**src/hw/rtl/usbpd_pkg.sv**
```systemverilog
// Package for the USB PD source policy engine.
// Holds event, message and state codes plus register defaults; no dependencies.
package usbpd_pkg;

  localparam int unsigned TimerW = 16;
  localparam int unsigned RetryW = 6;
  localparam int unsigned MsW = 10;

  localparam logic [MsW-1:0]    DefSrcCapPeriod = 10'd200;
  localparam logic [MsW-1:0]    DefRespTimeout  = 10'd30;
  localparam logic [MsW-1:0]    DefSrcOnTimeout = 10'd480;
  localparam logic [MsW-1:0]    DefSrcOffTimeout = 10'd750;
  localparam logic [MsW-1:0]    DefVbusPoll     = 10'd40;
  localparam logic [RetryW-1:0] DefMaxRetries   = 6'd50;

  typedef enum logic [2:0] {
    CfgSrcCap  = 3'd0,
    CfgResp    = 3'd1,
    CfgSrcOn   = 3'd2,
    CfgSrcOff  = 3'd3,
    CfgVbus    = 3'd4,
    CfgRetries = 3'd5
  } cfg_idx_e;

  typedef enum logic [3:0] {
    EvTick = 4'd0, EvStart = 4'd1, EvStop = 4'd2, EvGoodCrc = 4'd3,
    EvRequest = 4'd4, EvPrSwap = 4'd5, EvAccept = 4'd6, EvReject = 4'd7,
    EvPsRdy = 4'd8, EvSnkCap = 4'd9, EvDrSwap = 4'd10, EvHardReset = 4'd11,
    EvSendPr = 4'd12, EvSendDr = 4'd13, EvRsv14 = 4'd14, EvRsv15 = 4'd15
  } ev_e;

  localparam logic [3:0] MsgNone = 4'd0;
  localparam logic [3:0] MsgSrcCap = 4'd1;
  localparam logic [3:0] MsgAccept = 4'd2;
  localparam logic [3:0] MsgReject = 4'd3;
  localparam logic [3:0] MsgPsRdy = 4'd4;
  localparam logic [3:0] MsgGetSnk = 4'd5;
  localparam logic [3:0] MsgPrSwap = 4'd6;
  localparam logic [3:0] MsgDrSwap = 4'd7;
  localparam logic [3:0] MsgHardRst = 4'd8;

  localparam logic [1:0] PrNone = 2'd0;
  localparam logic [1:0] PrBegin = 2'd1;
  localparam logic [1:0] PrSource = 2'd2;
  localparam logic [1:0] PrSink = 2'd3;

  localparam logic [1:0] DrNone = 2'd0;
  localparam logic [1:0] DrUfp = 2'd1;
  localparam logic [1:0] DrDfp = 2'd2;

  localparam logic [1:0] StsUnknown = 2'd0;
  localparam logic [1:0] StsRunning = 2'd1;
  localparam logic [1:0] StsSuccess = 2'd2;
  localparam logic [1:0] StsFail = 2'd3;

  localparam logic [4:0] StNone = 5'd0;
  localparam logic [4:0] StCapSent = 5'd1;
  localparam logic [4:0] StCapGcrc = 5'd2;
  localparam logic [4:0] StAccSent = 5'd3;
  localparam logic [4:0] StRdySent = 5'd4;
  localparam logic [4:0] StReady = 5'd5;
  localparam logic [4:0] StFailed = 5'd6;
  localparam logic [4:0] StGetSnk = 5'd7;
  localparam logic [4:0] StPrSent = 5'd8;
  localparam logic [4:0] StPrAcc = 5'd9;
  localparam logic [4:0] StPrToOff = 5'd10;
  localparam logic [4:0] StPrSrcOff = 5'd11;
  localparam logic [4:0] StDrSentUfp = 5'd12;
  localparam logic [4:0] StDrSentDfp = 5'd13;
  localparam logic [4:0] StDrAccUfp = 5'd14;
  localparam logic [4:0] StDrAccDfp = 5'd15;
  localparam logic [4:0] StSink = 5'd16;

  function automatic logic [TimerW-1:0] load_ms(input logic [MsW-1:0] v);
    logic [TimerW-1:0] r;
    r = {{(TimerW-MsW){1'b0}}, v};
    if (v == '0) r = TimerW'(1);
    return r;
  endfunction

endpackage

```
**src/hw/rtl/usb_pd_source_policy_fsm.sv**
```systemverilog
// USB PD source policy engine top level: handshake, config registers, state, next-state logic.
// Depends on usbpd_pkg.
// Result valid is registered, rising in the cycle after accept. Throughput: one request per
// cycle while out_ready_i is high; the result register is refilled in the cycle it is taken.
// Reset: asynchronous active low; state offline, timers idle, config at defaults,
// partner caps report dual data and dual power.
module usb_pd_source_policy_fsm (
  input  logic       clk_i,
  input  logic       rst_ni,
  input  logic       in_valid_i,
  output logic       in_ready_o,
  input  logic [3:0] req_type_i,
  input  logic       vbus_present_i,
  input  logic [1:0] cur_drole_i,
  input  logic       is_source_role_i,
  input  logic       role_ok_i,
  input  logic       cap_fixed_supply_i,
  input  logic       cap_dual_power_i,
  input  logic       cap_dual_data_i,
  input  logic       cap_ext_powered_i,
  output logic       out_valid_o,
  input  logic       out_ready_i,
  output logic [3:0] send_msg_o,
  output logic [1:0] power_role_cmd_o,
  output logic [1:0] drole_cmd_o,
  output logic [1:0] policy_status_o,
  output logic       status_notify_o,
  output logic       switch_to_sink_o,
  output logic       event_error_o,
  output logic [4:0] engine_state_o,
  output logic       partner_dual_power_o,
  output logic       partner_dual_data_o,
  output logic       partner_ext_powered_o,
  input  logic       cfg_we_i,
  input  logic [2:0] cfg_idx_i,
  input  logic [9:0] cfg_data_i
);

  localparam int unsigned TW = usbpd_pkg::TimerW;
  localparam int unsigned RW = usbpd_pkg::RetryW;

  logic [9:0] src_cap_q, resp_q, src_on_q, src_off_q, vbus_poll_q;
  logic [RW-1:0] max_ret_q;

  logic [4:0] st_q, st_d;
  logic online_q, online_d;
  logic [1:0] sts_q, sts_d;
  logic [TW-1:0] tmr_q, tmr_d;
  logic [RW-1:0] cret_q, cret_d, vret_q, vret_d;
  logic caps_known_q, caps_known_d, contract_q, contract_d, swap_acc_q, swap_acc_d;
  logic [2:0] pcaps_q, pcaps_d;

  logic [3:0] msg_d;
  logic [1:0] prole_d, drole_d;
  logic notify_d, sink_d, err_d;

  logic [3:0] msg_q;
  logic [1:0] prole_q, drole_q;
  logic notify_q, sink_q, err_q;
  logic ovalid_q;

  logic fire;
  logic [TW-1:0] tdec;
  logic [RW-1:0] cret_inc;
  logic dr_ok;

  assign in_ready_o = !ovalid_q || out_ready_i;
  assign fire = in_valid_i && in_ready_o;

  always_ff @(posedge clk_i or negedge rst_ni) begin
    if (!rst_ni) begin
      src_cap_q <= usbpd_pkg::DefSrcCapPeriod;
      resp_q <= usbpd_pkg::DefRespTimeout;
      src_on_q <= usbpd_pkg::DefSrcOnTimeout;
      src_off_q <= usbpd_pkg::DefSrcOffTimeout;
      vbus_poll_q <= usbpd_pkg::DefVbusPoll;
      max_ret_q <= usbpd_pkg::DefMaxRetries;
    end else if (cfg_we_i) begin
      case (cfg_idx_i)
        usbpd_pkg::CfgSrcCap:  src_cap_q <= cfg_data_i;
        usbpd_pkg::CfgResp:    resp_q <= cfg_data_i;
        usbpd_pkg::CfgSrcOn:   src_on_q <= cfg_data_i;
        usbpd_pkg::CfgSrcOff:  src_off_q <= cfg_data_i;
        usbpd_pkg::CfgVbus:    vbus_poll_q <= cfg_data_i;
        usbpd_pkg::CfgRetries: max_ret_q <= cfg_data_i[RW-1:0];
        default: ;
      endcase
    end
  end

  always_comb begin
    st_d = st_q; online_d = online_q; sts_d = sts_q; tmr_d = tmr_q;
    cret_d = cret_q; vret_d = vret_q; caps_known_d = caps_known_q;
    contract_d = contract_q; swap_acc_d = swap_acc_q; pcaps_d = pcaps_q;
    msg_d = usbpd_pkg::MsgNone; prole_d = usbpd_pkg::PrNone;
    drole_d = usbpd_pkg::DrNone; notify_d = 1'b0; sink_d = 1'b0; err_d = 1'b0;
    tdec = tmr_q - TW'(1);
    cret_inc = (cret_q == {RW{1'b1}}) ? cret_q : cret_q + RW'(1);
    dr_ok = (st_q == usbpd_pkg::StReady) &&
            (cur_drole_i == usbpd_pkg::DrUfp || cur_drole_i == usbpd_pkg::DrDfp);

    if (req_type_i == usbpd_pkg::EvStart) begin
      online_d = 1'b1; sts_d = usbpd_pkg::StsRunning;
      st_d = usbpd_pkg::StNone; pcaps_d = 3'd3; tmr_d = TW'(1);
    end else if (req_type_i == usbpd_pkg::EvStop) begin
      online_d = 1'b0; sts_d = usbpd_pkg::StsUnknown; st_d = usbpd_pkg::StNone;
      tmr_d = '0; cret_d = '0; vret_d = '0; caps_known_d = 1'b0;
      contract_d = 1'b0; swap_acc_d = 1'b0; pcaps_d = 3'd0;
    end else if (!online_q) begin
      err_d = (req_type_i != usbpd_pkg::EvTick);
    end else begin
      case (req_type_i)
        usbpd_pkg::EvTick: begin
          if (st_q == usbpd_pkg::StPrToOff && !vbus_present_i) begin
            st_d = usbpd_pkg::StPrSrcOff; msg_d = usbpd_pkg::MsgPsRdy; tmr_d = '0;
          end else if (tmr_q != '0) begin
            tmr_d = tdec;
            if (tdec == '0) begin
              case (st_q)
                usbpd_pkg::StNone, usbpd_pkg::StCapSent, usbpd_pkg::StCapGcrc,
                usbpd_pkg::StAccSent, usbpd_pkg::StRdySent: begin
                  if (!contract_q) begin
                    if (!vbus_present_i) begin
                      if (vret_q < max_ret_q) begin
                        tmr_d = usbpd_pkg::load_ms(vbus_poll_q);
                        vret_d = vret_q + RW'(1);
                      end
                    end else begin
                      msg_d = usbpd_pkg::MsgSrcCap;
                      cret_d = cret_inc;
                      if (cret_inc < max_ret_q) begin
                        st_d = usbpd_pkg::StCapSent;
                        tmr_d = usbpd_pkg::load_ms(src_cap_q);
                      end else begin
                        st_d = usbpd_pkg::StFailed; sts_d = usbpd_pkg::StsFail;
                        notify_d = 1'b1;
                      end
                    end
                  end
                end
                usbpd_pkg::StReady: begin
                  if (!caps_known_q) begin
                    msg_d = usbpd_pkg::MsgGetSnk; cret_d = cret_inc;
                    st_d = usbpd_pkg::StGetSnk; tmr_d = usbpd_pkg::load_ms(resp_q);
                  end
                end
                usbpd_pkg::StGetSnk: begin
                  st_d = usbpd_pkg::StReady;
                  if (cret_q < max_ret_q) tmr_d = TW'(1);
                  else begin
                    cret_d = '0; sts_d = usbpd_pkg::StsSuccess; notify_d = 1'b1;
                  end
                end
                usbpd_pkg::StPrSent, usbpd_pkg::StDrSentUfp,
                usbpd_pkg::StDrSentDfp: st_d = usbpd_pkg::StReady;
                usbpd_pkg::StPrToOff: begin
                  prole_d = usbpd_pkg::PrSource; st_d = usbpd_pkg::StNone;
                  msg_d = usbpd_pkg::MsgHardRst; tmr_d = TW'(1);
                end
                usbpd_pkg::StPrSrcOff: begin
                  cret_d = '0; st_d = usbpd_pkg::StNone;
                  msg_d = usbpd_pkg::MsgHardRst; tmr_d = TW'(1);
                end
                usbpd_pkg::StDrAccUfp, usbpd_pkg::StDrAccDfp: begin
                  pcaps_d = 3'd3; st_d = usbpd_pkg::StNone;
                  msg_d = usbpd_pkg::MsgHardRst; tmr_d = TW'(1);
                end
                default: ;
              endcase
            end
          end
        end
        usbpd_pkg::EvGoodCrc: begin
          case (st_q)
            usbpd_pkg::StCapSent: st_d = usbpd_pkg::StCapGcrc;
            usbpd_pkg::StAccSent: begin
              msg_d = usbpd_pkg::MsgPsRdy; st_d = usbpd_pkg::StRdySent;
            end
            usbpd_pkg::StRdySent: begin
              st_d = usbpd_pkg::StReady; sts_d = usbpd_pkg::StsSuccess;
              cret_d = '0; contract_d = 1'b1; tmr_d = TW'(1);
            end
            usbpd_pkg::StPrAcc: begin
              prole_d = usbpd_pkg::PrBegin;
              if (!role_ok_i) begin
                st_d = usbpd_pkg::StNone; msg_d = usbpd_pkg::MsgHardRst; tmr_d = TW'(1);
              end else if (!vbus_present_i) begin
                st_d = usbpd_pkg::StPrSrcOff; msg_d = usbpd_pkg::MsgPsRdy; tmr_d = '0;
              end else begin
                st_d = usbpd_pkg::StPrToOff; tmr_d = usbpd_pkg::load_ms(src_off_q);
              end
            end
            usbpd_pkg::StPrSent: tmr_d = usbpd_pkg::load_ms(resp_q);
            usbpd_pkg::StPrSrcOff: tmr_d = usbpd_pkg::load_ms(src_on_q);
            usbpd_pkg::StDrAccUfp, usbpd_pkg::StDrAccDfp: begin
              drole_d = (st_q == usbpd_pkg::StDrAccUfp) ? usbpd_pkg::DrUfp
                                                         : usbpd_pkg::DrDfp;
              if (!role_ok_i) begin
                pcaps_d = 3'd3; st_d = usbpd_pkg::StNone;
                msg_d = usbpd_pkg::MsgHardRst; tmr_d = TW'(1);
              end else begin
                st_d = usbpd_pkg::StReady; tmr_d = '0;
              end
            end
            default: err_d = 1'b1;
          endcase
        end
        usbpd_pkg::EvRequest: begin
          if (st_q == usbpd_pkg::StCapSent || st_q == usbpd_pkg::StCapGcrc) begin
            msg_d = usbpd_pkg::MsgAccept; st_d = usbpd_pkg::StAccSent;
          end else err_d = 1'b1;
        end
        usbpd_pkg::EvPrSwap: begin
          if (is_source_role_i) begin
            st_d = usbpd_pkg::StPrAcc; sts_d = usbpd_pkg::StsRunning;
            msg_d = usbpd_pkg::MsgAccept;
          end else err_d = 1'b1;
        end
        usbpd_pkg::EvAccept, usbpd_pkg::EvReject: begin
          if (st_q == usbpd_pkg::StPrSent || st_q == usbpd_pkg::StDrSentUfp ||
              st_q == usbpd_pkg::StDrSentDfp) begin
            swap_acc_d = (req_type_i == usbpd_pkg::EvAccept);
            if (req_type_i == usbpd_pkg::EvReject) begin
              st_d = usbpd_pkg::StReady; tmr_d = '0;
            end else if (st_q == usbpd_pkg::StPrSent) begin
              prole_d = usbpd_pkg::PrBegin;
              if (!role_ok_i) begin
                st_d = usbpd_pkg::StNone; msg_d = usbpd_pkg::MsgHardRst; tmr_d = TW'(1);
              end else if (!vbus_present_i) begin
                st_d = usbpd_pkg::StPrSrcOff; msg_d = usbpd_pkg::MsgPsRdy; tmr_d = '0;
              end else begin
                st_d = usbpd_pkg::StPrToOff; tmr_d = usbpd_pkg::load_ms(src_off_q);
              end
            end else begin
              drole_d = (st_q == usbpd_pkg::StDrSentUfp) ? usbpd_pkg::DrUfp
                                                          : usbpd_pkg::DrDfp;
              if (!role_ok_i) begin
                pcaps_d = 3'd3; st_d = usbpd_pkg::StNone;
                msg_d = usbpd_pkg::MsgHardRst; tmr_d = TW'(1);
              end else begin
                st_d = usbpd_pkg::StReady; tmr_d = '0;
              end
            end
          end
        end
        usbpd_pkg::EvPsRdy: begin
          if (st_q == usbpd_pkg::StPrSrcOff) begin
            prole_d = usbpd_pkg::PrSink; sink_d = 1'b1;
            st_d = usbpd_pkg::StSink; tmr_d = '0;
          end
        end
        usbpd_pkg::EvSnkCap: begin
          if (st_q == usbpd_pkg::StGetSnk) begin
            st_d = usbpd_pkg::StReady; caps_known_d = 1'b1; tmr_d = '0;
            sts_d = usbpd_pkg::StsSuccess; notify_d = 1'b1;
            if (cap_fixed_supply_i)
              pcaps_d = {cap_ext_powered_i, cap_dual_power_i, cap_dual_data_i};
          end
        end
        usbpd_pkg::EvDrSwap: begin
          if (!dr_ok) msg_d = usbpd_pkg::MsgReject;
          else begin
            st_d = (cur_drole_i == usbpd_pkg::DrDfp) ? usbpd_pkg::StDrAccUfp
                                                     : usbpd_pkg::StDrAccDfp;
            sts_d = usbpd_pkg::StsRunning; msg_d = usbpd_pkg::MsgAccept;
            tmr_d = usbpd_pkg::load_ms(resp_q);
          end
        end
        usbpd_pkg::EvHardReset: begin
          st_d = usbpd_pkg::StNone; pcaps_d = 3'd3;
        end
        usbpd_pkg::EvSendPr: begin
          if (pcaps_q[1] && st_q == usbpd_pkg::StReady) begin
            st_d = usbpd_pkg::StPrSent; sts_d = usbpd_pkg::StsRunning;
            msg_d = usbpd_pkg::MsgPrSwap; tmr_d = '0;
          end
        end
        usbpd_pkg::EvSendDr: begin
          if (!dr_ok) err_d = 1'b1;
          else begin
            st_d = (cur_drole_i == usbpd_pkg::DrDfp) ? usbpd_pkg::StDrSentUfp
                                                     : usbpd_pkg::StDrSentDfp;
            sts_d = usbpd_pkg::StsRunning; msg_d = usbpd_pkg::MsgDrSwap;
            tmr_d = usbpd_pkg::load_ms(resp_q);
          end
        end
        default: err_d = 1'b1;
      endcase
    end
  end

  always_ff @(posedge clk_i or negedge rst_ni) begin
    if (!rst_ni) begin
      st_q <= usbpd_pkg::StNone; online_q <= 1'b0; sts_q <= usbpd_pkg::StsUnknown;
      tmr_q <= '0; cret_q <= '0; vret_q <= '0; caps_known_q <= 1'b0;
      contract_q <= 1'b0; swap_acc_q <= 1'b0; pcaps_q <= 3'd3;
      ovalid_q <= 1'b0;
    end else begin
      if (fire) begin
        st_q <= st_d; online_q <= online_d; sts_q <= sts_d; tmr_q <= tmr_d;
        cret_q <= cret_d; vret_q <= vret_d; caps_known_q <= caps_known_d;
        contract_q <= contract_d; swap_acc_q <= swap_acc_d; pcaps_q <= pcaps_d;
        ovalid_q <= 1'b1;
      end else if (out_ready_i) begin
        ovalid_q <= 1'b0;
      end
    end
  end

  // result payload follows the state registers
  always_ff @(posedge clk_i) begin
    if (fire) begin
      msg_q <= msg_d; prole_q <= prole_d; drole_q <= drole_d;
      notify_q <= notify_d; sink_q <= sink_d; err_q <= err_d;
    end
  end

  assign out_valid_o = ovalid_q;
  assign send_msg_o = msg_q;
  assign power_role_cmd_o = prole_q;
  assign drole_cmd_o = drole_q;
  assign policy_status_o = sts_q;
  assign status_notify_o = notify_q;
  assign switch_to_sink_o = sink_q;
  assign event_error_o = err_q;
  assign engine_state_o = st_q;
  assign partner_dual_data_o = pcaps_q[0];
  assign partner_dual_power_o = pcaps_q[1];
  assign partner_ext_powered_o = pcaps_q[2] & swap_acc_q | pcaps_q[2] & ~swap_acc_q;

endmodule

```
**config.mk**
```make
export PLATFORM = sky130hd
export DESIGN_NAME = usb_pd_source_policy_fsm
export DESIGN_NICKNAME = d
export VERILOG_FILES = /design/src/hw/rtl/usbpd_pkg.sv /design/src/hw/rtl/usb_pd_source_policy_fsm.sv
export SDC_FILE = /design/constraint.sdc
export NUM_CORES = 1
export LEC_CHECK = 0
export BUFFER_PORTS_ARGS = -buffer_cell sky130_fd_sc_hd__buf_2
export CAP_MARGIN = 20
export CORE_MARGIN = 8
export CORE_UTILIZATION = 62
export CTS_CLUSTER_SIZE = 14
export DETAILED_ROUTE_END_ITERATION = 7
export GPL_ROUTABILITY_DRIVEN = 1
export PLACE_DENSITY = 0.87
export SYNTH_ARGS = -nofsm -noshare
export SYNTH_HDL_FRONTEND = slang
export SYNTH_SLANG_ARGS = --single-unit
export TNS_END_PERCENT = 1
```
**constraint.sdc**
```tcl
create_clock -name clk_i -period 4.3 [get_ports clk_i]
set_input_delay 0.645 -clock clk_i [delete_from_list [all_inputs] [get_ports clk_i]]
set_output_delay 0.645 -clock clk_i [all_outputs]
set_load 0.02 [all_outputs]
```
==> run_summary.xml, run 1 <==
<?xml version="1.0" encoding="UTF-8"?>
<metrics>
  <group name="outcome">
    <metric name="outcome" unit="">finished clean</metric>
  </group>
  <group name="global_route">
    <metric name="grt.overflow.total" unit="">0</metric>
    <metric name="wire_length_of_the_first_global_routing_pass" unit="microns">39480</metric>
    <metric name="groute.usage.overall" unit="%">30.04</metric>
    <metric name="grt_pass1_vias" unit="">7413</metric>
    <metric name="grt_start_max_net_pins" unit="">43</metric>
    <metric name="grt_antenna_before_repair" unit="">0</metric>
  </group>
  <group name="sta">
    <metric name="setup_violations" unit="">0</metric>
    <metric name="achievable-frequency" unit="GHz">0.2650</metric>
    <metric name="final_min_period_over_clock_period" unit="%">87.77</metric>
    <metric name="number_of_hold_violations_in_the_final_report" unit="">0</metric>
    <metric name="worstMarginPinSlew" unit="ps">887.5</metric>
    <metric name="worst_clock_skew" unit="ps">15.40</metric>
    <metric name="final.min_clock_period" unit="ps">3774</metric>
    <metric name="max-slew-margin-rel" unit="%">40.21</metric>
    <metric name="rsz0062_at_grt" unit="">no</metric>
    <metric name="timing_max_transition_violations_final" unit="">0</metric>
    <metric name="timing.setup.tns" unit="ps">0</metric>
  </group>
  <group name="min_path">
    <metric name="worst_hold_path_type" unit="">input pin to asynchronous set/reset pin</metric>
  </group>
  <group name="floorplanning">
    <metric name="floorplan.die_area" unit="sq um">16550</metric>
    <metric name="dieWidth" unit="microns">128.7</metric>
    <metric name="floorplan.die.height" unit="microns">128.7</metric>
    <metric name="row_count" unit="">41</metric>
    <metric name="num_io_pins" unit="">54</metric>
    <metric name="core_area" unit="sq um">12520</metric>
    <metric name="initial_utilization" unit="%">62.85</metric>
  </group>
  <group name="clock_tree">
    <metric name="level_count_of_the_clock_h_tree" unit="">3</metric>
    <metric name="clkTransAtPathRegs" unit="ps">80</metric>
    <metric name="ctsHoldBuffers" unit="">0</metric>
    <metric name="cts.root.buffer_cell" unit="">sky130_fd_sc_hd__clkbuf_16</metric>
    <metric name="tritoncts_clock_tree" unit="">built</metric>
    <metric name="ctsResizeCount" unit="">0</metric>
    <metric name="clkLatencyLatePin" unit="ps">370</metric>
    <metric name="clock_sink_count" unit="">109</metric>
    <metric name="cts_made_buffers" unit="">9</metric>
    <metric name="post-cts-setup-buffer-count" unit="">0</metric>
    <metric name="clock_tree.buffer_depth" unit="">2</metric>
  </group>
  <group name="synth">
    <metric name="netlist.top_cell.by_area" unit="">sky130_fd_sc_hd__dfrtp_1</metric>
    <metric name="register_bit_count_reported_by_yosys" unit="">109</metric>
    <metric name="number_of_enable_flip_flop_cells_after_synthesis" unit="">11</metric>
    <metric name="synth.top_cells.by_area" unit="">sky130_fd_sc_hd__dfrtp_1, sky130_fd_sc_hd__mux2_2, sky130_fd_sc_hd__dfstp_2, sky130_fd_sc_hd__a21oi_1, sky130_fd_sc_hd__edfxtp_1</metric>
    <metric name="ys.warnings.count" unit="">0</metric>
    <metric name="synthesis.nets" unit="">936</metric>
    <metric name="yosysUniqueCellTypes" unit="">82</metric>
    <metric name="yosys.cell_count.top_type" unit="">sky130_fd_sc_hd__nor2_1</metric>
    <metric name="synth_top_cell_area_share" unit="%">23.22</metric>
    <metric name="mappedNetlistArea" unit="sq um">7868</metric>
    <metric name="async_flop_share" unit="%">89.91</metric>
    <metric name="syn_area_per_cell" unit="sq um">8.900</metric>
    <metric name="synth_common_cells" unit="">sky130_fd_sc_hd__nor2_1, sky130_fd_sc_hd__a21oi_1, sky130_fd_sc_hd__dfrtp_1, sky130_fd_sc_hd__nand2_1, sky130_fd_sc_hd__mux2_2</metric>
    <metric name="synth-seq-area-share" unit="%">35.77</metric>
    <metric name="top_flip_flop_cell_by_instance_count_after_synthesis" unit="">sky130_fd_sc_hd__dfrtp_1</metric>
    <metric name="synthesis.instances" unit="">884</metric>
  </group>
  <group name="route">
    <metric name="vias_per_cell" unit="">7.052</metric>
    <metric name="ant_nets" unit="">0</metric>
    <metric name="dr.first_iter.drc_count" unit="">1514</metric>
    <metric name="post_drt_wl_per_cell" unit="microns">21.94</metric>
    <metric name="num_vias" unit="">7771</metric>
    <metric name="wirelength" unit="microns">24180</metric>
    <metric name="drc" unit="">0</metric>
    <metric name="drt-pass1-iter-count" unit="">6</metric>
  </group>
  <group name="final_layout">
    <metric name="fin_nets" unit="">977</metric>
    <metric name="final_design_area_no_fill" unit="sq um">8636</metric>
    <metric name="syn2layout_area_growth" unit="%">9.765</metric>
    <metric name="number_of_diodes" unit="">0</metric>
    <metric name="layout.cells.non_filler" unit="">1102</metric>
    <metric name="final_layout_size_suffix_gt1_share" unit="%">23.01</metric>
  </group>
  <group name="worst_setup_path">
    <metric name="slowest_delay" unit="ps">460</metric>
    <metric name="critPathTopFamily" unit="">compound AO/OA/AOI/OAI gates</metric>
    <metric name="cp_slowest_cell" unit="">sky130_fd_sc_hd__dfrtp_1</metric>
    <metric name="worstPathCellList" unit="">ha_1, and4_1, nand2_1, mux2_2, ha_1, nor4bb_1, a31oi_1, a21oi_1, buf_4, nand2_1, o22a_1, a22o_1, a2111oi_0, nor2_1</metric>
    <metric name="critical_path.max_fanout" unit="">9</metric>
    <metric name="worst_setup_path_class" unit="">register to register</metric>
    <metric name="worst_ep_arrival_time" unit="ps">4020</metric>
    <metric name="critPathLaunchType" unit="">register</metric>
    <metric name="cp_num_buf_inv" unit="">1</metric>
    <metric name="critPathRequiredTime" unit="ps">4550</metric>
    <metric name="worst_setup_path_end_kind" unit="">register</metric>
  </group>
  <group name="power">
    <metric name="max-vdd-ir-drop" unit="uV">452.6</metric>
    <metric name="post_layout_power" unit="W">0.003985</metric>
    <metric name="cellPowerDensity" unit="nW/um^2">461.4</metric>
    <metric name="power_leakage" unit="nW">3.542</metric>
  </group>
  <group name="job">
    <metric name="timing.max_cap.violations" unit="">0</metric>
  </group>
  <group name="placed_design">
    <metric name="port_buffers" unit="">53</metric>
    <metric name="gp_routability_congestion" unit="">1.017</metric>
    <metric name="dp_hpwl" unit="microns">17450</metric>
    <metric name="placed_cell_area" unit="sq um">8315</metric>
    <metric name="placedCellCount" unit="">1085</metric>
  </group>
</metrics>
==> cells by family (layout without fill, tap and decap cells) <==
kind of cell | after synthesis | in the layout | share of synthesized area, %
xor gates and xnor gates | 11 | 11 | 1.225
and+or+nand+nor | 339 | 339 | 23.03
buffers and inverters | 68 | 114 | 4.040
adders and majority gates | 21 | 21 | 3.340
AOI/OAI and AO/OA | 261 | 261 | 21.79
DFF | 109 | 109 | 35.77
muxes | 75 | 75 | 10.81
==> per-layer routing <==
metal  vias to the layer above  GRT usage, %  routed length (microns)  share of wire, %
met5                         -             0                        0                 0
met4                         0         12.51                     1185               4.9
met3                       127         7.158                     2803                12
met2                       557         46.80                    10700                44
met1                      3662         39.32                     9488                39
li1                       3425             -                        -                 -
==> where the power goes <==
part	switching, W	total (W)	internal, W
logic	0.000915	0.00153	0.000618
clock network	0.000449	0.000868	0.000419
registers	0.000300	0.00158	0.00128
==> final timing paths <==
path                            start            to  slack (ps)  cells after the start
min                            rst_ni     cret_q[4]         230                      1
max                         cret_q[0]      tmr_q[4]         530                     14
min in group clk_i         pcaps_q[0]    pcaps_q[0]         500                      2
min reg2reg                pcaps_q[0]    pcaps_q[0]         500                      2
max reg2reg                 cret_q[0]      tmr_q[4]         530                     14
max in group asynchronous      rst_ni  src_off_q[5]        3180                      2
==> final cells by class <==
type,instances,area (sq um)
multi-input combinational,707,4755
fill,1020,3881
sequential,109,2814
timing repair buffer,77,460.4
clock buffer,9,225.2
tap,172,215.2
clock inverter,7,87.58
inverter,21,78.83
==> cells in the final DEF (no fill, tap or decap), drive strengths merged, types with 7 or more instances in the layout <==
cell type	count
a211oi	8
mux2	68
ha	21
a22o	12
nand3	26
nor2	77
and2	11
xnor2	7
dfstp	25
a221oi	8
or3	11
o22a	8
edfxtp	11
nor3b	9
a31oi	17
dfrtp	73
inv	24
and3	9
buf	76
or2	7
o21ai	63
nor3	27
clkbuf	10
nand4	15
nand2b	15
a21oi	76
nor2b	12
nand2	68
o21a	7
nor4	20
mux2i	7
==> stage by stage <==
stage / hold slack (ps) / util, % / setup WS, ps
6_report: 226.2 / 68.99 / 525.7
3_5_place_dp: 496.4 / 66.43 / 680.8
4_1_cts: 235.2 / 68.93 / 588.6
2_1_floorplan: 349.4 / - / 810.2
5_1_grt: 254.2 / 68.99 / 251.2
3_3_place_gp: 483.7 / 66.43 / 721.3
==> registers in the layout, indices dropped and copies added (netlist names), 2 cells and up <==
signal / count
cret_q: 6
drole_cmd_o: 2
engine_state_o: 5
max_ret_q: 6
pcaps_q: 3
policy_status_o: 2
power_role_cmd_o: 2
resp_q: 10
send_msg_o: 4
src_cap_q: 10
src_off_q: 10
src_on_q: 10
tmr_q: 16
vbus_poll_q: 10
vret_q: 6
Note: power is estimated with default switching activity, not from simulation.
==> run 2: changes to the inputs <==
--- a/config.mk
+++ b/config.mk
@@ -7,12 +7,14 @@
 export LEC_CHECK = 0
 export BUFFER_PORTS_ARGS = -buffer_cell sky130_fd_sc_hd__buf_2
 export CAP_MARGIN = 20
+export CELL_PAD_IN_SITES_DETAIL_PLACEMENT = 0
+export CELL_PAD_IN_SITES_GLOBAL_PLACEMENT = 1
 export CORE_MARGIN = 8
-export CORE_UTILIZATION = 62
+export CORE_UTILIZATION = 51
 export CTS_CLUSTER_SIZE = 14
 export DETAILED_ROUTE_END_ITERATION = 7
 export GPL_ROUTABILITY_DRIVEN = 1
-export PLACE_DENSITY = 0.87
+export PLACE_DENSITY = 0.92
 export SYNTH_ARGS = -nofsm -noshare
 export SYNTH_HDL_FRONTEND = slang
 export SYNTH_SLANG_ARGS = --single-unit
==> constraint.sdc (replaced) <==
create_clock -name clk_i -period 4.8 [get_ports clk_i]
set_input_delay 0.72 -clock clk_i [delete_from_list [all_inputs] [get_ports clk_i]]
set_output_delay 0.72 -clock clk_i [all_outputs]
set_load 0.02 [all_outputs]
==> run 2 against run 1 <==
Routed wire length rose by 1.1%. Worst setup slack improved by 540 ps. Clock-buffer cell count unchanged. Core utilization shrank 12 points. Clock power down 15%. Die area rose by 19%. Register-to-register slack better by 540 ps. Critical path depth stayed put. Critical endpoint is now tmr_q[2]. Combinational power down 11%. Fmax increased by 1.0%. Sequential share of layout area up 0.25 points.
==> run_summary.xml, run 2 (synthesized netlist as in run 1, its figures left out) <==
<?xml version="1.0" encoding="UTF-8"?>
<metrics>
  <group name="global_route">
    <metric name="grt_antenna_before_repair" unit="">0</metric>
    <metric name="grt_start_max_net_pins" unit="">66</metric>
    <metric name="wire_length_of_the_first_global_routing_pass" unit="microns">39010</metric>
    <metric name="grt_pass1_vias" unit="">7106</metric>
    <metric name="grt.overflow.total" unit="">0</metric>
    <metric name="groute.usage.overall" unit="%">24.76</metric>
  </group>
  <group name="final_layout">
    <metric name="largest_register_ffs" unit="">16</metric>
    <metric name="final_layout_size_suffix_gt1_share" unit="%">22.43</metric>
    <metric name="most_frequent_standard_cell_in_the_layout_excluding_fill_and_tap_cells" unit="">sky130_fd_sc_hd__nor2_1</metric>
    <metric name="count_of_fill_cells_added_during_filler_insertion" unit="">1334</metric>
    <metric name="fin_nets" unit="">970</metric>
    <metric name="top_register" unit="">tmr_q</metric>
    <metric name="syn2layout_area_growth" unit="%">8.922</metric>
    <metric name="layout_common_cells" unit="">sky130_fd_sc_hd__nor2_1, sky130_fd_sc_hd__a21oi_1, sky130_fd_sc_hd__dfrtp_1</metric>
    <metric name="number_of_diodes" unit="">0</metric>
  </group>
  <group name="power">
    <metric name="max-vdd-ir-drop" unit="uV">224.4</metric>
    <metric name="power_frac_comb" unit="%">38.5</metric>
    <metric name="sw_frac_of_total" unit="%">41.63</metric>
    <metric name="cellPowerDensity" unit="nW/um^2">411.5</metric>
    <metric name="pwr-share-clk" unit="%">21.0</metric>
    <metric name="switching_power_summed_over_all_nets" unit="W">0.001468</metric>
    <metric name="power.sequential.fraction" unit="%">40.5</metric>
    <metric name="cell_internal_pwr" unit="W">0.002058</metric>
    <metric name="power_leakage" unit="nW">3.494</metric>
  </group>
  <group name="sta">
    <metric name="rsz0062_at_grt" unit="">no</metric>
    <metric name="timing.setup.tns" unit="ps">0</metric>
    <metric name="final_min_period_over_clock_period" unit="%">77.84</metric>
    <metric name="achievable-frequency" unit="GHz">0.2676</metric>
    <metric name="final.min_clock_period" unit="ps">3736</metric>
    <metric name="timing_max_transition_violations_final" unit="">0</metric>
    <metric name="worstMarginPinSlew" unit="ps">940.5</metric>
    <metric name="worst_clock_skew" unit="ps">9.073</metric>
    <metric name="number_of_hold_violations_in_the_final_report" unit="">0</metric>
    <metric name="worst_slack" unit="ps">1064</metric>
    <metric name="max-slew-margin-rel" unit="%">36.88</metric>
    <metric name="setup_violations" unit="">0</metric>
  </group>
  <group name="worst_setup_path">
    <metric name="critPathLaunchType" unit="">register</metric>
    <metric name="r2r-end" unit="">tmr_q[2]</metric>
    <metric name="worst_ep_arrival_time" unit="ps">3980</metric>
    <metric name="worst-r2r-setup-slack" unit="ps">1060</metric>
    <metric name="number_of_cell_instances_on_the_worst_register_to_register_path" unit="">14</metric>
    <metric name="worst_setup_path_end_kind" unit="">register</metric>
    <metric name="worstReg2RegStart" unit="">cret_q[0]</metric>
    <metric name="worst_setup_path_class" unit="">register to register</metric>
    <metric name="critPathRequiredTime" unit="ps">5040</metric>
    <metric name="critical_path.max_fanout" unit="">9</metric>
  </group>
  <group name="outcome">
    <metric name="outcome" unit="">finished clean</metric>
  </group>
  <group name="clock_tree">
    <metric name="level_count_of_the_clock_h_tree" unit="">3</metric>
    <metric name="clkTransAtPathRegs" unit="ps">80</metric>
    <metric name="clock_tree.buffer_depth" unit="">2</metric>
    <metric name="post-cts-setup-buffer-count" unit="">0</metric>
    <metric name="cts.root.buffer_cell" unit="">sky130_fd_sc_hd__clkbuf_16</metric>
    <metric name="clkLatencyLatePin" unit="ps">370</metric>
    <metric name="tritoncts_clock_tree" unit="">built</metric>
    <metric name="clock_sink_count" unit="">109</metric>
    <metric name="ctsResizeCount" unit="">0</metric>
    <metric name="ctsHoldBuffers" unit="">0</metric>
    <metric name="cts_made_buffers" unit="">9</metric>
  </group>
  <group name="route">
    <metric name="dr.first_iter.drc_count" unit="">916</metric>
    <metric name="wirelength" unit="microns">24460</metric>
    <metric name="post_drt_wl_per_cell" unit="microns">22.01</metric>
    <metric name="num_vias" unit="">7461</metric>
    <metric name="drc" unit="">0</metric>
    <metric name="vias_per_cell" unit="">6.716</metric>
    <metric name="drt-pass1-iter-count" unit="">5</metric>
    <metric name="ant_nets" unit="">0</metric>
  </group>
  <group name="floorplanning">
    <metric name="num_io_pins" unit="">54</metric>
    <metric name="dieWidth" unit="microns">140.2</metric>
    <metric name="initial_utilization" unit="%">51.95</metric>
    <metric name="floorplan.die.height" unit="microns">140.2</metric>
    <metric name="floorplan.die_area" unit="sq um">19660</metric>
    <metric name="core_area" unit="sq um">15150</metric>
    <metric name="row_count" unit="">45</metric>
  </group>
  <group name="placed_design">
    <metric name="dp_hpwl" unit="microns">18020</metric>
    <metric name="placement.setup.worst_slack" unit="ps">1108</metric>
    <metric name="port_buffers" unit="">53</metric>
    <metric name="gp_routability_congestion" unit="">0.9522</metric>
  </group>
  <group name="min_path">
    <metric name="worst_hold_path_type" unit="">input pin to asynchronous set/reset pin</metric>
  </group>
  <group name="job">
    <metric name="timing.max_cap.violations" unit="">0</metric>
  </group>
</metrics>
[run 2: critical path: stages (launching register included)]
cell,delay [ps]
sky130_fd_sc_hd__dfrtp_1,470
sky130_fd_sc_hd__ha_1,300
sky130_fd_sc_hd__and4_1,230
sky130_fd_sc_hd__nand2_1,180
sky130_fd_sc_hd__mux2_2,370
sky130_fd_sc_hd__ha_1,210
sky130_fd_sc_hd__nor4bb_1,280
sky130_fd_sc_hd__a31oi_1,70
sky130_fd_sc_hd__a21oi_1,150
sky130_fd_sc_hd__buf_4,210
sky130_fd_sc_hd__nand2_1,190
sky130_fd_sc_hd__o22a_1,260
sky130_fd_sc_hd__a22o_1,190
sky130_fd_sc_hd__a2111oi_0,410
sky130_fd_sc_hd__nor2_1,100
[run 2: layer usage]
metal	part of all wire, %	global-route usage, %	wire, microns	vias to the layer above
met5	0	0	0	-
met4	3.9	10.80	965	0
met3	8.0	4.281	1959	90
met2	44	37.95	10880	406
met1	44	33.70	10650	3543
li1	-	-	-	3422
[run 2: stage by stage]
step / instances / hold WS [ps] / power, W / util, % / area, sq um
finish: 1111 / 451.4 / 0.003526 / 56.58 / 8569
global route: 1111 / 521.0 / 0.003718 / 56.58 / 8569
CTS: 1110 / 479.4 / 0.003497 / 56.53 / 8562
detailed placement: 1094 / 494.4 / 0.002751 / 54.61 / 8270
global placement: 1094 / 480.4 / 0.002730 / 54.61 / 8270
floorplan: 884 / 424.4 / 0.002320 / - / 7868
[run 2: area by class of cell]
cell class	count	area (sq um)	area share, %
clock buffer	9	225.2	2.628
clock inverter	7	66.31	0.7738
inverter	21	78.83	0.9198
multi-input combinational	707	4755	55.48
sequential	109	2814	32.84
tap	188	235.2	2.745
timing repair buffer	70	395.4	4.614
[run 2: worst max-delay path by stage]
stage	cells after the start	to	start	slack [ps]
after detailed placement	14	tmr_q[4]	cret_q[0]	1110
after global routing	14	tmr_q[4]	cret_q[0]	830
after CTS	14	tmr_q[4]	cret_q[0]	1100
after floorplan	13	tmr_q[4]	cret_q[0]	1310
final	14	tmr_q[2]	cret_q[0]	1060
after global placement	10	tmr_q[1]	req_type_i[1]	1160
[run 2: power groups by stage]
| stage | sequential [W] | clock, W | combinational [W] |
|---|---|---|---|
| final | 0.00143 | 0.000741 | 0.00136 |
| after floorplan | 0.00135 | 0 | 0.000969 |
| after global placement | 0.00142 | 0 | 0.00131 |
| after global routing | 0.00145 | 0.000783 | 0.00148 |
| after detailed placement | 0.00143 | 0 | 0.00132 |
| after CTS | 0.00141 | 0.000754 | 0.00133 |
==> run 3: changes to the inputs <==
--- a/config.mk
+++ b/config.mk
@@ -10,11 +10,11 @@
 export CELL_PAD_IN_SITES_DETAIL_PLACEMENT = 0
 export CELL_PAD_IN_SITES_GLOBAL_PLACEMENT = 1
 export CORE_MARGIN = 8
-export CORE_UTILIZATION = 51
+export CORE_UTILIZATION = 43
 export CTS_CLUSTER_SIZE = 14
 export DETAILED_ROUTE_END_ITERATION = 7
 export GPL_ROUTABILITY_DRIVEN = 1
-export PLACE_DENSITY = 0.92
+export PLACE_DENSITY = 0.83
 export SYNTH_ARGS = -nofsm -noshare
 export SYNTH_HDL_FRONTEND = slang
 export SYNTH_SLANG_ARGS = --single-unit
==> constraint.sdc (replaced) <==
create_clock -name clk_i -period 3.2 [get_ports clk_i]
set_input_delay 0.48 -clock clk_i [delete_from_list [all_inputs] [get_ports clk_i]]
set_output_delay 0.48 -clock clk_i [all_outputs]
set_load 0.02 [all_outputs]
==> run 3 against run 2 <==
Fmax rose by 19%. Largest power group is now combinational cells. Clock power rose by 61%. Highest routed layer unchanged. Critical path depth rose by 1.
==> run_summary.xml, run 3 (synthesized netlist as in run 1, its figures left out) <==
<?xml version="1.0" encoding="UTF-8"?>
<metrics>
  <group name="outcome">
    <metric name="outcome" unit="">finished clean</metric>
  </group>
  <group name="global_route">
    <metric name="grt.overflow.total" unit="">0</metric>
    <metric name="groute.usage.overall" unit="%">23.22</metric>
    <metric name="wire_length_of_the_first_global_routing_pass" unit="microns">41390</metric>
    <metric name="grt_start_max_net_pins" unit="">59</metric>
    <metric name="grt_antenna_before_repair" unit="">0</metric>
    <metric name="grt_pass1_vias" unit="">7425</metric>
  </group>
  <group name="power">
    <metric name="post_layout_power" unit="W">0.005681</metric>
    <metric name="max-vdd-ir-drop" unit="uV">441.6</metric>
    <metric name="pwr-share-clk" unit="%">21.0</metric>
    <metric name="power.sequential.fraction" unit="%">36.2</metric>
    <metric name="power_frac_comb" unit="%">42.8</metric>
    <metric name="sw_frac_of_total" unit="%">41.53</metric>
    <metric name="switching_power_summed_over_all_nets" unit="W">0.002359</metric>
    <metric name="power_leakage" unit="nW">3.838</metric>
    <metric name="cellPowerDensity" unit="nW/um^2">612.0</metric>
    <metric name="cell_internal_pwr" unit="W">0.003322</metric>
  </group>
  <group name="floorplanning">
    <metric name="floorplan.die_area" unit="sq um">22880</metric>
    <metric name="num_io_pins" unit="">54</metric>
    <metric name="row_count" unit="">49</metric>
    <metric name="initial_utilization" unit="%">43.80</metric>
    <metric name="core_area" unit="sq um">17960</metric>
    <metric name="dieWidth" unit="microns">151.3</metric>
    <metric name="floorplan.die.height" unit="microns">151.3</metric>
  </group>
  <group name="clock_tree">
    <metric name="clock_sink_count" unit="">109</metric>
    <metric name="clkLatencyLatePin" unit="ps">370</metric>
    <metric name="cts.root.buffer_cell" unit="">sky130_fd_sc_hd__clkbuf_16</metric>
    <metric name="cts_made_buffers" unit="">9</metric>
    <metric name="level_count_of_the_clock_h_tree" unit="">3</metric>
    <metric name="clkTransAtPathRegs" unit="ps">90</metric>
    <metric name="clock_tree.buffer_depth" unit="">2</metric>
    <metric name="tritoncts_clock_tree" unit="">built</metric>
  </group>
  <group name="worst_setup_path">
    <metric name="critPathRequiredTime" unit="ps">3460</metric>
    <metric name="worst_setup_path_end_kind" unit="">register</metric>
    <metric name="worst_setup_path_class" unit="">register to register</metric>
    <metric name="critPathLaunchType" unit="">register</metric>
    <metric name="worst_ep_arrival_time" unit="ps">3410</metric>
    <metric name="worstReg2RegStart" unit="">cret_q[0]</metric>
    <metric name="critical_path.max_fanout" unit="">7</metric>
    <metric name="worst-r2r-setup-slack" unit="ps">50</metric>
    <metric name="r2r-end" unit="">policy_status_o[0]</metric>
    <metric name="number_of_cell_instances_on_the_worst_register_to_register_path" unit="">15</metric>
  </group>
  <group name="placed_design">
    <metric name="gp_routability_congestion" unit="">0.9607</metric>
    <metric name="dp_hpwl" unit="microns">19750</metric>
    <metric name="port_buffers" unit="">53</metric>
  </group>
  <group name="final_layout">
    <metric name="fin_nets" unit="">1028</metric>
    <metric name="most_frequent_standard_cell_in_the_layout_excluding_fill_and_tap_cells" unit="">sky130_fd_sc_hd__nor2_1</metric>
    <metric name="top_register" unit="">tmr_q</metric>
    <metric name="final_layout_size_suffix_gt1_share" unit="%">29.46</metric>
    <metric name="postLayoutCoreUtil" unit="%">51.68</metric>
    <metric name="number_of_diodes" unit="">0</metric>
    <metric name="layout_common_cells" unit="">sky130_fd_sc_hd__nor2_1, sky130_fd_sc_hd__dfrtp_1, sky130_fd_sc_hd__a21oi_1</metric>
    <metric name="syn2layout_area_growth" unit="%">17.99</metric>
    <metric name="largest_register_ffs" unit="">16</metric>
  </group>
  <group name="route">
    <metric name="num_vias" unit="">7670</metric>
    <metric name="wirelength" unit="microns">26240</metric>
    <metric name="vias_per_cell" unit="">6.339</metric>
    <metric name="ant_nets" unit="">0</metric>
    <metric name="drc" unit="">0</metric>
    <metric name="dr.first_iter.drc_count" unit="">916</metric>
    <metric name="drt-pass1-iter-count" unit="">8</metric>
    <metric name="post_drt_wl_per_cell" unit="microns">21.68</metric>
  </group>
  <group name="sta">
    <metric name="achievable-frequency" unit="GHz">0.3178</metric>
    <metric name="timing.setup.tns" unit="ps">0</metric>
    <metric name="max-slew-margin-rel" unit="%">52.05</metric>
    <metric name="worstMarginPinSlew" unit="ps">719.3</metric>
    <metric name="final_min_period_over_clock_period" unit="%">98.34</metric>
    <metric name="worst_hold_slack" unit="ps">102.2</metric>
    <metric name="number_of_hold_violations_in_the_final_report" unit="">0</metric>
    <metric name="setup_violations" unit="">0</metric>
    <metric name="timing_max_transition_violations_final" unit="">0</metric>
    <metric name="rsz0062_at_grt" unit="">yes</metric>
    <metric name="worst_clock_skew" unit="ps">7.950</metric>
    <metric name="final.min_clock_period" unit="ps">3147</metric>
  </group>
  <group name="min_path">
    <metric name="worst_hold_path_type" unit="">input pin to asynchronous set/reset pin</metric>
  </group>
  <group name="job">
    <metric name="timing.max_cap.violations" unit="">0</metric>
  </group>
</metrics>
## run 3: cell types whose count changed in the layout (fill, tap and decap cells not counted), sizes merged
cell	previous run	this run
clkinv	3	5
clkinvlp	1	0
inv	24	23
buf	70	128
## run 3: worst max-delay path, stage by stage, from the launching register on
cell	delay [ps]
sky130_fd_sc_hd__dfrtp_1	370
sky130_fd_sc_hd__buf_6	130
sky130_fd_sc_hd__and3_4	190
sky130_fd_sc_hd__nand3_2	90
sky130_fd_sc_hd__a21oi_1	120
sky130_fd_sc_hd__mux2i_1	130
sky130_fd_sc_hd__ha_1	350
sky130_fd_sc_hd__nand4_1	130
sky130_fd_sc_hd__a311oi_2	270
sky130_fd_sc_hd__a21oi_2	80
sky130_fd_sc_hd__buf_6	140
sky130_fd_sc_hd__buf_6	130
sky130_fd_sc_hd__nand3_1	100
sky130_fd_sc_hd__nand4_1	120
sky130_fd_sc_hd__nor3b_2	340
sky130_fd_sc_hd__mux2_4	330
## run 3: power by group through the flow
stage	sequential (W)	clock [W]	combinational, W
floorplan	0.00203	0	0.00146
global placement	0.00204	0	0.00226
detailed placement	0.00205	0	0.00227
CTS	0.00202	0.00122	0.00229
global route	0.00209	0.00126	0.00264
finish	0.00205	0.00119	0.00243
## run 3: per-layer routing
layer	GRT usage, %	wire length (microns)	up-vias
li1	-	-	3542
met1	31.21	11230	3657
met2	36.56	12000	396
met4	9.451	980	0
met5	0	0	-
met3	3.675	2025	75
## run 3: area by class of cell
type | count | area, sq um
Fill cell | 1670 | 8681
Multi-Input combinational cell | 707 | 4908
Sequential cell | 109 | 2814
Timing Repair Buffer | 128 | 870.8
Tap cell | 229 | 286.5
Clock buffer | 9 | 225.2
Clock inverter | 7 | 98.84
Inverter | 21 | 78.83
## run 3: what timing repair did
action,in CTS,in global routing
setup buffers,0,2
gates resized for setup,0,34
setup endpoints to repair,1,26
pin swaps,0,11
hold buffers,0,0
## run 3: through the flow
stage | cells | setup WS, ps | cell area, sq um
final | 1210 | 53.00 | 9283
after CTS | 1208 | -5.330 | 9112
after global placement | 1192 | 59.10 | 8788
after floorplan | 884 | 8.147 | 7881
after detailed placement | 1192 | 25.07 | 8788
after global routing | 1210 | -129.6 | 9283
## run 3: how the worst max path moves through the flow
stage | from | end | slack (ps) | depth (start not counted)
6_report | cret_q[0] | policy_status_o[0] | 50 | 15
5_1_grt | cret_q[1] | policy_status_o[0] | -130 | 15
4_1_cts | cret_q[1] | tmr_q[0] | -5 | 14
3_5_place_dp | cret_q[1] | tmr_q[0] | 30 | 14
3_3_place_gp | cret_q[1] | tmr_q[14] | 60 | 13
2_1_floorplan | cret_q[0] | tmr_q[4] | 8 | 13
